--- src/rtl/umc_pkg.sv ---
// Shared types and constants for the unsharp mask combine pipeline.
`timescale 1ns / 1ps
`default_nettype none
package umc_pkg;

  localparam int QBITS  = 29;   // quotient bits, one divider cell each
  localparam int DIVW   = 12;   // divisor width (combined alpha below full scale)
  localparam int NCOMP  = 3;    // luma, cb, cr

  // Data that rides along with every pixel through the divider chain.
  typedef struct packed {
    logic [NCOMP-1:0][15:0] o;       // original components
    logic [NCOMP-1:0][16:0] dd;      // direct differences, signed
    logic [NCOMP-1:0]       neg;     // numerator sign
    logic [12:0]            oa;      // original alpha
    logic [DIVW-1:0]        divisor; // combined alpha, low bits
    logic                   bypass;  // strength zero or alpha zero
    logic                   direct;  // alpha at or above full scale
  } umc_side_t;

  // Partial remainder and shifting dividend/quotient word of one component.
  typedef struct packed {
    logic [DIVW-1:0]  rem;
    logic [QBITS-1:0] dq;
  } umc_div_t;

endpackage
`default_nettype wire

--- src/rtl/umc_post.sv ---
// Scaling, luma fold-back and output register after the divider chain.
`timescale 1ns / 1ps
`default_nettype none
module umc_post (
  input  wire logic                                         clk,
  input  wire logic                                         rst_n,
  input  wire logic                                         in_valid,
  input  wire umc_pkg::umc_side_t                           in_side,
  input  wire logic [umc_pkg::NCOMP-1:0][umc_pkg::QBITS-1:0] in_q,
  input  wire logic [12:0]                                  intensity,
  input  wire logic                                         out_tready,
  output logic                                              en,
  output logic                                              out_tvalid_r,
  output logic [63:0]                                       out_tdata_r
);

  // Stage 1: select difference, multiply by intensity.
  logic [umc_pkg::NCOMP-1:0][30:0] d;
  logic [umc_pkg::NCOMP-1:0][44:0] p1_prod_r;
  umc_pkg::umc_side_t              p1_side_r;
  logic                            p1_valid_r;

  // Stage 2: add back to the original.
  logic [umc_pkg::NCOMP-1:0][33:0] r2_nxt;
  logic [umc_pkg::NCOMP-1:0][33:0] r2_r;
  umc_pkg::umc_side_t              p2_side_r;
  logic                            p2_valid_r;

  // Stage 3: chroma scaling for negative luma.
  logic [33:0]                     s;
  logic [umc_pkg::NCOMP-1:0][15:0] p3_lo_r;
  logic [1:0][25:0]                p3_prod_r;
  logic [umc_pkg::NCOMP-1:0][15:0] p3_o_r;
  logic [12:0]                     p3_oa_r;
  logic                            p3_bypass_r;
  logic                            p3_fix_r;
  logic                            p3_spos_r;
  logic                            p3_valid_r;

  // Stage 4: output register.
  logic [63:0]                     out_nxt;

  assign en = !out_tvalid_r || out_tready;

  always_comb begin
    for (int i = 0; i < umc_pkg::NCOMP; i++) begin
      if (in_side.direct) begin
        d[i] = 31'($signed(in_side.dd[i]));
      end else if (in_side.neg[i]) begin
        d[i] = -{2'b00, in_q[i]};
      end else begin
        d[i] = {2'b00, in_q[i]};
      end
      r2_nxt[i] = 34'($signed(p1_side_r.o[i])) + 34'($signed(p1_prod_r[i]) >>> 12);
    end
    s = r2_r[0] + 34'd1024;
  end

  always_comb begin
    out_nxt = '0;
    out_nxt[60:48] = p3_oa_r;
    if (p3_bypass_r) begin
      out_nxt[15:0]  = p3_o_r[0];
      out_nxt[31:16] = p3_o_r[1];
      out_nxt[47:32] = p3_o_r[2];
    end else if (p3_fix_r) begin
      out_nxt[15:0]  = 16'd0;
      out_nxt[31:16] = p3_spos_r ? p3_prod_r[0][25:10] : 16'd0;
      out_nxt[47:32] = p3_spos_r ? p3_prod_r[1][25:10] : 16'd0;
    end else begin
      out_nxt[15:0]  = p3_lo_r[0];
      out_nxt[31:16] = p3_lo_r[1];
      out_nxt[47:32] = p3_lo_r[2];
    end
  end

  always_ff @(posedge clk) begin
    if (!rst_n) begin
      p1_valid_r   <= 1'b0;
      p2_valid_r   <= 1'b0;
      p3_valid_r   <= 1'b0;
      out_tvalid_r <= 1'b0;
    end else if (en) begin
      p1_valid_r   <= in_valid;
      p2_valid_r   <= p1_valid_r;
      p3_valid_r   <= p2_valid_r;
      out_tvalid_r <= p3_valid_r;
    end
  end

  always_ff @(posedge clk) begin
    if (en) begin
      for (int i = 0; i < umc_pkg::NCOMP; i++) begin
        p1_prod_r[i] <= 45'($signed(d[i]) * $signed({1'b0, intensity}));
        r2_r[i]      <= r2_nxt[i];
        p3_lo_r[i]   <= r2_r[i][15:0];
      end
      p1_side_r    <= in_side;
      p2_side_r    <= p1_side_r;
      // Low product bits depend only on low operand bits; the output keeps 16.
      p3_prod_r[0] <= 26'(r2_r[1][25:0] * s[25:0]);
      p3_prod_r[1] <= 26'(r2_r[2][25:0] * s[25:0]);
      p3_o_r       <= p2_side_r.o;
      p3_oa_r      <= p2_side_r.oa;
      p3_bypass_r  <= p2_side_r.bypass;
      p3_fix_r     <= r2_r[0][33];
      p3_spos_r    <= !s[33] && (s != 34'd0);
      out_tdata_r  <= out_nxt;
    end
  end

endmodule
`default_nettype wire

--- config.mk ---
export PLATFORM = sky130hd
export DESIGN_NAME = umc_post
export DESIGN_NICKNAME = d
export VERILOG_FILES = /design/src/rtl/umc_pkg.sv /design/src/rtl/umc_post.sv
export SDC_FILE = /design/constraint.sdc
export NUM_CORES = 2
export LEC_CHECK = 0
export BUFFER_PORTS_ARGS = -buffer_cell sky130_fd_sc_hd__buf_4
export CAP_MARGIN = 20
export CELL_PAD_IN_SITES_DETAIL_PLACEMENT = 1
export CELL_PAD_IN_SITES_GLOBAL_PLACEMENT = 1
export CORE_AREA = 5 5 389 391
export DETAILED_ROUTE_END_ITERATION = 8
export DIE_AREA = 0 0 394 396
export PLACE_DENSITY_LB_ADDON = 0.05
export SLEW_MARGIN = 20
export SYNTH_ARGS = -nofsm -noshare
export SYNTH_HDL_FRONTEND = slang
export SYNTH_SLANG_ARGS = --single-unit
--- constraint.sdc ---
create_clock -name clk -period 36.6 [get_ports clk]
set_clock_uncertainty 0.15 [all_clocks]
set_input_delay 3.66 -clock clk [delete_from_list [all_inputs] [get_ports clk]]
set_output_delay 3.66 -clock clk [all_outputs]
set_load 0.01 [all_outputs]
==> reports/metrics.cfg <==
[worst_setup_path]
max_stage_delay_ps=900
crit_path_end_kind=flip-flop
path_delay_family=simple AND/OR/NAND/NOR gates
crit_fanout=11
cp-start-kind=input pin
crit_arrival_ps=13690
path_class=in -> reg
path_common_cell=fa_1
worstPathRequired_ps=36790
path_buf_inv=5
slowest_stage=nor2_1

[floorplanning]
dieWidth_um=394
start_util=0.546
fp.dieH_um=396
coreArea_um2=147000
io_pins=299
core.rowCount=141
die_area_um2=156000

[synthesis]
synth-main-ff-cell=edfxtp_1
yosys.cell_types.count=87
seq_area_frac_synth=0.188
synth_largest_area_cell=fa_1
synth.area.top_cells=fa_1 38%, edfxtp_1 19%, ha_1 8.5%, inv_1 7.9%, and2_1 6.4%
ys_ff_latch=504
synth-warning-count=0
synthArstFlopShare=0
syn_avg_cell_area_um2=9.75
synth_top_cell_area_share=0.377
syn_area_um2=80300
synth_edf_count=500
synth_cells=8237

[placed_design]
portBuffers=283
hpwlAfterDp_mm=180
place_congestion=0.883

[global_routing]
grt-ovfl-total=0
antenna_found_initial=14
track_usage=0.306
grt_pass1_wl_mm=374
grt_pass1_vias=66647
grt_max_degree=168

[route]
first_pass_iters=5
vias=57236
drt_wl_total_mm=234
via_per_inst=5.55
avgRoutedWirePerCell_um=22.7
ant_nets=0
drc=0
drt_iter0_markers=3042

[final_layout]
multi_input_area_um2=57500
fillers=16403
most-common-layout-cells=1,696 x inv_1, 1,511 x fa_1, 1,103 x nand2_1
final_nets=10626
ff_latch_area_um2=15100
synthToLayoutAreaGrowth_pct=7.51
drive_gt1_frac=0.0676
mostFrequentLayoutCell=inv_1

[sta]
fin_crit_sh=0.369
min_period_ps=13490
rsz0062_at_grt=no
report.final.slew_viol_count=0
slew_headroom=0.229
fin_tns_setup_ps=0
setup_viol=0
hold_violations=0
max_freq_mhz=74.1
tightest_slew_ps=1150

[cts]
postCtsSetupBuffers=0
root_buffer=clkbuf_16
clockBufferDepth=3
cts_sinks=504
cts_tree=done
clock_latency_ps=630
cts_buffers=48
cts-hold-fix-buffers=0
htreeDepth=2
clkSlewWorstSetupHoldPaths_ps=80
cts_resized=0

[job]
maxCapViolCount=0

[status]
status=finished, final reports clean

[min_path]
min_path_type=reg -> reg

-- through the flow --
step / hold slack [ps] / worst slack [ps] / util / instance area, um^2 / cells
floorplan: 250 / 15310 / - / 80300 / 8239
global placement: 250 / 22930 / 0.575 / 84600 / 10212
detailed placement: 256 / 22670 / 0.575 / 84600 / 10213
CTS: 254 / 23320 / 0.586 / 86300 / 10301
global route: 267 / 22760 / 0.587 / 86300 / 10305
finish: 264 / 23110 / 0.587 / 86300 / 10310
-- state kept, by name, summed over array words and instances (netlist names), 13 cells and up --
signal and flops:
out_tdata_r 61, p1_prod_r 85, p1_side_r 62, p2_side_r 62
p3_lo_r 48, p3_o_r 48, p3_oa_r 13, p3_prod_r 32
r2_r 86
-- worst register-to-register path: cells and delay by family (launching register included) --
family | cells | cell delay (ps)
XOR/XNOR | 11 | 1990
adder cells (fa/ha/maj) | 8 | 3850
buffers and inverters | 7 | 1110
flip-flops | 1 | 330
AND/OR/NAND/NOR | 4 | 770
-- cell type report --
| type | count | area share |
|---|---|---|
| Multi-Input combinational cell | 5648 | 0.666 |
| Sequential cell | 504 | 0.175 |
| Inverter | 1698 | 0.0738 |
| Timing Repair Buffer | 434 | 0.0384 |
| Tap cell | 1930 | 0.0280 |
| Clock buffer | 53 | 0.0141 |
| Clock inverter | 35 | 0.00502 |
| Antenna cell | 8 | 0.000232 |
-- cells in the mapped netlist, types with 9 or more instances --
library cell	count
nand2_1	1103
xor2_1	117
o21a_1	41
mux2i_1	12
o31ai_1	28
a21o_1	64
clkbuf_1	380
inv_1	1696
a22o_1	17
nand3_1	31
ha_1	548
or3_1	28
o21ai_0	174
o21bai_1	19
a31oi_1	12
and3_1	12
edfxtp_1	500
fa_1	1511
nand2b_1	58
or2_2	11
nor2b_1	100
a211oi_1	9
a21boi_0	12
o41ai_1	20
xnor2_1	271
nand4_1	31
nor3_1	99
or4_1	11
nor2_1	212
and2_1	821
a21oi_1	153
-- path summary, 6_finish.rpt --
check | startpoint | to | slack (ps) | depth (start not counted)
hold reg to reg | p2_side_r[112]$_DFFE_PP_ | p3_o_r[31]$_DFFE_PP_ | 260 | 0
hold / removal | p2_side_r[112]$_DFFE_PP_ | p3_o_r[31]$_DFFE_PP_ | 260 | 0
setup reg to reg | r2_r[10]$_DFFE_PP_ | p3_prod_r[51]$_DFFE_PP_ | 28100 | 30
setup / recovery | in_q[8] | p1_prod_r[40]$_DFFE_PP_ | 23110 | 30
-- cell families after synthesis --
logic type | count (synthesis) | synth area share
compound gates | 624 | 0.0497
xor+xnor | 392 | 0.0432
fa+ha+maj | 2059 | 0.462
buf+inv | 2087 | 0.0978
flops | 504 | 0.188
mux | 13 | 0.00164
other cells | 1 | 0.0000467
simple gates | 2557 | 0.157
-- metal layers --
metal,GRT usage,vias to the layer above,part of all wire
met1,0.395,30179,0.40
met2,0.548,1520,0.51
met4,0.0823,0,0.029
met3,0.0377,358,0.054
met5,0,-,0
li1,-,25179,-
Power is left out: the tool's default activity adds up to more than one toggle a clock period on the data nets, which glitch-free logic cannot reach.
