<file path="config.mk">
export PLATFORM = sky130hd
export DESIGN_NAME = umc_div_cell
export DESIGN_NICKNAME = d
export VERILOG_FILES = /design/src/rtl/umc_pkg.sv /design/src/rtl/umc_div_cell.sv
export SDC_FILE = /design/constraint.sdc
export NUM_CORES = 1
export LEC_CHECK = 0
export BUFFER_PORTS_ARGS = -buffer_cell sky130_fd_sc_hd__buf_2
export CAP_MARGIN = 20
export CORE_AREA = 8 8 191 193
export CTS_CLUSTER_SIZE = 12
export DETAILED_ROUTE_END_ITERATION = 12
export DIE_AREA = 0 0 199 201
export GPL_TIMING_DRIVEN = 0
export HOLD_SLACK_MARGIN = 0.12
export SYNTH_ARGS = -nofsm -noshare
export SYNTH_HDL_FRONTEND = slang
export SYNTH_SLANG_ARGS = --single-unit
</file>
<file path="constraint.sdc">
create_clock -name clk -period 3.2 [get_ports clk]
set_input_delay 0.32 -clock clk [delete_from_list [all_inputs] [get_ports clk]]
set_output_delay 0.32 -clock clk [all_outputs]
set_load 0.005 [all_outputs]
</file>
<file path="src/rtl/umc_pkg.sv">
// Shared types and constants for the unsharp mask combine pipeline.
`timescale 1ns / 1ps
`default_nettype none
package umc_pkg;

  localparam int QBITS  = 29;   // quotient bits, one divider cell each
  localparam int DIVW   = 12;   // divisor width (combined alpha below full scale)
  localparam int NCOMP  = 3;    // luma, cb, cr

  // Data that rides along with every pixel through the divider chain.
  typedef struct packed {
    logic [NCOMP-1:0][15:0] o;       // original components
    logic [NCOMP-1:0][16:0] dd;      // direct differences, signed
    logic [NCOMP-1:0]       neg;     // numerator sign
    logic [12:0]            oa;      // original alpha
    logic [DIVW-1:0]        divisor; // combined alpha, low bits
    logic                   bypass;  // strength zero or alpha zero
    logic                   direct;  // alpha at or above full scale
  } umc_side_t;

  // Partial remainder and shifting dividend/quotient word of one component.
  typedef struct packed {
    logic [DIVW-1:0]  rem;
    logic [QBITS-1:0] dq;
  } umc_div_t;

endpackage
`default_nettype wire

</file>
<file path="src/rtl/umc_div_cell.sv">
// One restoring division step for three components, registered.
`timescale 1ns / 1ps
`default_nettype none
module umc_div_cell (
  input  wire logic                                      clk,
  input  wire logic                                      rst_n,
  input  wire logic                                      en,
  input  wire logic                                      in_valid,
  input  wire umc_pkg::umc_side_t                        in_side,
  input  wire umc_pkg::umc_div_t [umc_pkg::NCOMP-1:0]    in_div,
  output logic                                           out_valid_r,
  output umc_pkg::umc_side_t                             out_side_r,
  output umc_pkg::umc_div_t [umc_pkg::NCOMP-1:0]         out_div_r
);

  logic [umc_pkg::NCOMP-1:0][umc_pkg::DIVW:0] t;
  logic [umc_pkg::NCOMP-1:0][umc_pkg::DIVW:0] diff;
  logic [umc_pkg::NCOMP-1:0]                  ge;
  umc_pkg::umc_div_t [umc_pkg::NCOMP-1:0]     div_nxt;

  always_comb begin
    for (int i = 0; i < umc_pkg::NCOMP; i++) begin
      t[i]    = {in_div[i].rem, in_div[i].dq[umc_pkg::QBITS-1]};
      diff[i] = t[i] - {1'b0, in_side.divisor};
      ge[i]   = t[i] >= {1'b0, in_side.divisor};
      div_nxt[i].rem = ge[i] ? diff[i][umc_pkg::DIVW-1:0] : t[i][umc_pkg::DIVW-1:0];
      div_nxt[i].dq  = {in_div[i].dq[umc_pkg::QBITS-2:0], ge[i]};
    end
  end

  always_ff @(posedge clk) begin
    if (!rst_n) begin
      out_valid_r <= 1'b0;
    end else if (en) begin
      out_valid_r <= in_valid;
    end
  end

  always_ff @(posedge clk) begin
    if (en) begin
      out_side_r <= in_side;
      out_div_r  <= div_nxt;
    end
  end

endmodule
`default_nettype wire

</file>
==> results of run 1 <==
## through the flow
stage,cell area [µm²],hold slack [ns],power [mW],setup TNS (ns)
detailed placement,13000,0.498,5.34,0
global placement,12900,0.491,5.33,-453.69
floorplan,9840,0.419,4.63,0
CTS,16400,0.152,9.07,0
global route,16500,0.209,9.30,0
finish,16500,0.200,8.95,0
## worst register-to-register path: cells and delay by family (launching register included)
family / cells / cell delay, ns
buf+inv: 1 / 0.54
mux: 1 / 0.12
simple gates: 1 / 0.06
flops: 1 / 0.31
## cells in the final DEF, fill, tap and decap left out, drive strengths merged
cell type / count
diode: 7
clkinvlp: 2
nor2b: 7
a2111oi: 3
buf: 513
a221oi: 3
a21oi: 27
clkbuf: 32
nand2: 12
xnor2: 21
o21ai: 9
o211ai: 3
bufinv: 6
dfxtp: 1
dlygate4sd3: 247
xor2: 6
o31a: 3
a211oi: 6
fa: 3
nand3: 9
mux2i: 7
clkinv: 7
a21o: 9
o21a: 6
a21boi: 3
inv: 23
and4: 3
mux2: 30
ha: 36
edfxtp: 252
and3: 3
nor2: 27
## worst paths after layout
| kind | startpoint | end | slack (ns) | depth (start not counted) |
|---|---|---|---|---|
| setup / recovery | in_side[3] | out_div_r[77] | 0.29 | 11 |
| hold / removal | in_div[29] | out_div_r[30] | 0.20 | 3 |
| setup reg to reg | out_valid_r | out_valid_r | 2.06 | 3 |
| hold reg to reg | out_valid_r | out_valid_r | 1.06 | 3 |
## cells by family (layout without fill, tap and decap cells)
kind of cell / count (synthesis) / in the layout / share of synthesized area (%)
flops: 253 / 253 / 77.1
compound gates: 72 / 72 / 6.28
simple gates: 61 / 61 / 2.85
fa+ha+maj: 39 / 39 / 5.19
mux: 37 / 37 / 4.95
xor+xnor: 27 / 27 / 2.40
buf+inv: 26 / 830 / 1.22
other cells: 0 / 7 / 0
## power breakdown
| group | switching [mW] | internal [mW] | total, mW |
|---|---|---|---|
| registers | 0.0806 | 4.00 | 4.08 |
| clock network | 1.30 | 2.12 | 3.42 |
| logic | 0.675 | 0.775 | 1.45 |
## Yosys cell counts
| cell | number |
|---|---|
| edfxtp_1 | 252 |
| ha_1 | 36 |
| nor2_1 | 27 |
| inv_1 | 23 |
| mux2_4 | 21 |
| xnor2_1 | 21 |
| a21oi_1 | 15 |
| a21oi_2 | 12 |
| nand2_1 | 12 |
| mux2_2 | 9 |
| nand3_1 | 9 |
| mux2i_1 | 7 |
| nor2b_1 | 7 |
| a21o_2 | 6 |
| o21a_1 | 6 |
| o21ai_0 | 6 |
| xor2_1 | 6 |
| a2111oi_4 | 3 |
| a211oi_1 | 3 |
| a211oi_2 | 3 |
| a21boi_0 | 3 |
| a21o_1 | 3 |
| and3_1 | 3 |
| and4_1 | 3 |
| buf_6 | 3 |
| fa_1 | 3 |
| o211ai_2 | 3 |
| o21ai_2 | 3 |
| o31a_1 | 3 |
| a221oi_1 | 2 |
| a221oi_2 | 1 |
| dfxtp_1 | 1 |
## cell type report
type	instances	area [µm²]	share of cell area [%]
diodes	7	17.5	0.106
plain buffers	3	33.8	0.205
clock buffers	32	737	4.48
clock inverters	15	231	1.41
inverters	23	86.3	0.524
multi-input cells	236	2130	12.9
flip-flops and latches	253	7590	46.1
well taps	448	561	3.40
repair buffers	757	5080	30.9
## per-layer routing
metal	up-vias	wire length [µm]	share of wire [%]	GRT usage (%)
met2	387	18800	49	31.5
met5	-	13	0.034	0
met4	2	2320	6.0	10.0
met3	96	3290	8.6	5.33
met1	3738	13900	36	19.7
li1	3580	-	-	-
## state kept, by name, indices dropped and copies added, names as in the netlist
signal / flops
out_side_r: 129
out_div_r: 123
out_valid_r: 1
==> impl_metrics.ini, run 1 <==
[yosys]
synth_nets = 810
ys_seq_area_share_pct = 77.1
synth_cell_types = 32
ys_seq_elements = 253
syn_area_per_cell_um2 = 19.1
synth_area_um2 = 9840
synth_area_leaders = edfxtp_1 (77%), ha_1 (4.6%), mux2_4 (3.2%)
synthesis.instances = 515
synth_top_area_cell = edfxtp_1
yosysWarnings = 0
synth_top_area_share_pct = 76.9

[floorplanning]
dieArea_um2 = 40000
std_cell_rows = 67
die_x_um = 199
core-area_um2 = 33300
ios = 509
die_height_um = 201
start_util_pct = 29.6

[pwr]
peakVddDrop_uv = 390
leakagePower_nw = 7.04
p_per_area_nw_per_um2 = 544

[clocking]
clock_latency_ns = 0.53
ctsResizeCount = 0
path_clk_slew_ns = 0.05
cts_tree = yes
cts_buffer_depth = 3
clock-sinks = 253
cts_root_buffer = clkbuf_16
numCtsBuffers = 29
cts_hold_buf = 247
htreeDepth = 1
post_cts_buffers = 0

[setup_path]
crit_path_cell_trace = dlygate4sd3_1, buf_2, inv_1, ha_1, a21oi_2, o211ai_2, o21ai_2, a21oi_2, a2111oi_4, buf_6, mux2_4
cp_max_fo = 10
path_buf_inv = 4
start_kind = primary input
cp_common_cell = a21oi_2
critPathCaptureType = flop
arrival_ns = 3.19
slowest_stage = dlygate4sd3_1
slowest_delay_ns = 0.52
worstPathRequired_ns = 3.48
path_delay_family = buffers and inverters
setup.worst_path.class = in -> reg

[route]
drc_errors = 0
routed_wl_mm = 38.3
drt_iter0_markers = 336
drt-pass1-iter-count = 4
drtAntennaViolNets = 0
wl_per_cell_um = 21.6
vias = 7803
vias_per_cell = 4.40

[placement]
place_hpwl_mm = 27.9
dp.cells = 1473
io_buffer_count = 508
routabilityCongestion = 0.885
pre_cts_ws_ns = 0.264

[grt]
grt_pass1_wl_mm = 54.8
track_usage_pct = 18.2
grt_max_degree = 91
grt_pass1_vias = 8389
grt_overflow_total = 0
antenna_found_initial = 7

[finish]
nFillCells = 2796
drive_above_1_share_pct = 46.7
utilization_pct = 49.5
layout.cells.non_filler = 1774
syn_to_final_growth_pct = 67.3
finalNetCount = 1598

[worst_hold_path]
hold_class = in -> reg

[sta]
tightest_slew_ns = 0.616
setup_viol = 0
rsz0062_at_grt = no
fin_skew_ns = 0
layout_min_cycle_time_ns = 2.91
timing.fmax_mhz = 344
slew_violations = 0
post-route-period-util_pct = 90.9
worst_slack_ns = 0.292
hold_viol_final = 0
slew_headroom_pct = 58.9

[run_status]
outcome = finished, final reports clean

[job]
cap_violations = 0
Note: power is estimated with default switching activity, not from simulation.
==> run 2: changes to the inputs <==
--- a/config.mk
+++ b/config.mk
@@ -6,13 +6,16 @@
 export NUM_CORES = 1
 export LEC_CHECK = 0
 export BUFFER_PORTS_ARGS = -buffer_cell sky130_fd_sc_hd__buf_2
-export CAP_MARGIN = 20
-export CORE_AREA = 8 8 191 193
+export CAP_MARGIN = 15
+export CELL_PAD_IN_SITES_DETAIL_PLACEMENT = 0
+export CELL_PAD_IN_SITES_GLOBAL_PLACEMENT = 2
+export CORE_MARGIN = 8
+export CORE_UTILIZATION = 30
 export CTS_CLUSTER_SIZE = 12
 export DETAILED_ROUTE_END_ITERATION = 12
-export DIE_AREA = 0 0 199 201
 export GPL_TIMING_DRIVEN = 0
 export HOLD_SLACK_MARGIN = 0.12
+export PLACE_DENSITY_LB_ADDON = 0.1
 export SYNTH_ARGS = -nofsm -noshare
 export SYNTH_HDL_FRONTEND = slang
 export SYNTH_SLANG_ARGS = --single-unit
==> impl_metrics.ini, run 2 (synthesis gave the netlist of run 1 again) <==
[run_status]
outcome = finished, final reports clean

[setup_path]
path_buf_inv = 4
critPathCaptureType = flop
setup.worst_path.class = in -> reg
cp_max_fo = 10
worstPathRequired_ns = 3.51
slowest_delay_ns = 0.51
slowest_stage = dlygate4sd3_1
start_kind = primary input
crit_path_cell_trace = dlygate4sd3_1, buf_2, inv_1, ha_1, a21oi_2, o211ai_2, o21ai_2, a21oi_2, a2111oi_4, buf_6, mux2_4
path_delay_family = compound AO/OA/AOI/OAI gates
arrival_ns = 3.25
cp_common_cell = a21oi_2

[worst_hold_path]
hold_class = in -> reg

[finish]
nFillCells = 2898
largestRegisters = out_side_r: 129 flops, out_div_r: 123 flops, out_valid_r: 1 flops
layout.cells.non_filler = 1767
largest_register = out_side_r
drive_above_1_share_pct = 46.0
layout_common_cells = buf_2 (507), edfxtp_1 (252), dlygate4sd3_1 (248)
finalNetCount = 1599
final_common_cell = buf_2
largest_reg_flops = 129
syn_to_final_growth_pct = 66.0

[grt]
track_usage_pct = 17.3
grt_pass1_wl_mm = 50.7
grt_max_degree = 99
antenna_found_initial = 4
grt_overflow_total = 0
grt_pass1_vias = 7771

[sta]
fin_skew_ns = 0
tightest_slew_ns = 0.632
timing.fmax_mhz = 340
holdWs_ns = 0.168
layout_min_cycle_time_ns = 2.94
post-route-period-util_pct = 92.0
rsz0062_at_grt = no
slew_violations = 0
hold_viol_final = 0
setup_viol = 0
slew_headroom_pct = 57.8

[pwr]
internal_power_mw = 6.51
p_per_area_nw_per_um2 = 521
p_sw_share_pct = 23.6
leakagePower_nw = 6.98
power.switching_mw = 2.00
clockPowerShare_pct = 35.4
peakVddDrop_uv = 400
seqPwrFrac_pct = 47.7
pwr-share-comb_pct = 16.9

[clocking]
cts_root_buffer = clkbuf_16
cts_tree = yes
cts_buffer_depth = 3
ctsResizeCount = 0
clock-sinks = 253
post_cts_buffers = 0
numCtsBuffers = 29
path_clk_slew_ns = 0.05
clock_latency_ns = 0.56
htreeDepth = 1
cts_hold_buf = 248

[route]
drt-pass1-iter-count = 4
vias = 7373
drc_errors = 0
vias_per_cell = 4.17
drtAntennaViolNets = 0
routed_wl_mm = 35.3
drt_iter0_markers = 290
wl_per_cell_um = 20.0

[floorplanning]
dieArea_um2 = 38800
core-area_um2 = 32500
std_cell_rows = 66
ios = 509
start_util_pct = 30.3
die_x_um = 197
die_height_um = 197

[placement]
place_hpwl_mm = 27.1
routabilityCongestion = 0.796
io_buffer_count = 508
dp.cells = 1467

[job]
cap_violations = 0
-- run 2: per-stage QoR --
step	util, %	power [mW]	instance area, µm²	worst slack, ns	TNS, ns
floorplan	-	4.63	9840	0.786	0
global placement	39.9	5.34	12900	-1.95	-474.75
detailed placement	40.1	5.33	13000	0.177	0
CTS	50.3	8.67	16300	0.235	0
global route	50.3	8.90	16300	0.0523	0
finish	50.3	8.51	16300	0.256	0
-- run 2: power groups by stage --
stage,Clock [mW],Combinational [mW],Sequential [mW]
6_report,3.01,1.44,4.06
5_1_grt,3.24,1.57,4.09
4_1_cts,3.14,1.47,4.06
3_5_place_dp,0,1.20,4.13
3_3_place_gp,0,1.20,4.14
2_1_floorplan,0,0.447,4.19
-- run 2: worst reg2reg max path, delay by kind of cell (launching register included) --
| kind | cells | cell delay (ns) |
|---|---|---|
| buf+inv | 1 | 0.54 |
| flops | 1 | 0.31 |
| mux | 1 | 0.13 |
| simple gates | 1 | 0.06 |
-- run 2: worst paths after layout --
kind | cells after the start | end | slack [ns] | start
worst min-delay path | 3 | out_div_r[71] | 0.17 | in_div[70]
worst max-delay path | 11 | out_div_r[117] | 0.26 | in_side[3]
worst min register to register | 3 | out_valid_r | 1.06 | out_valid_r
worst max register to register | 3 | out_valid_r | 2.05 | out_valid_r
-- run 2: area by class of cell --
type                            instances  area [µm²]  area share [%]
Antenna cell                            4        10.0          0.0613
Inverter                               23        86.3           0.528
Tap cell                              442         553            3.39
Timing Repair Buffer                  758        5090            31.2
Buffer                                  3        33.8           0.207
Clock buffer                           38         759            4.65
Sequential cell                       253        7590            46.4
Multi-Input combinational cell        236        2130            13.1
Clock inverter                         10        85.1           0.521
-- run 2: routing by layer --
layer  vias to the layer above  part of all wire [%]  track usage (%)
met1                      3473                    37             18.7
met3                        47                   7.2             4.89
met2                       264                    53             32.4
met4                         2                   2.7             4.96
met5                         -                 0.037                0
li1                       3587                     -                -
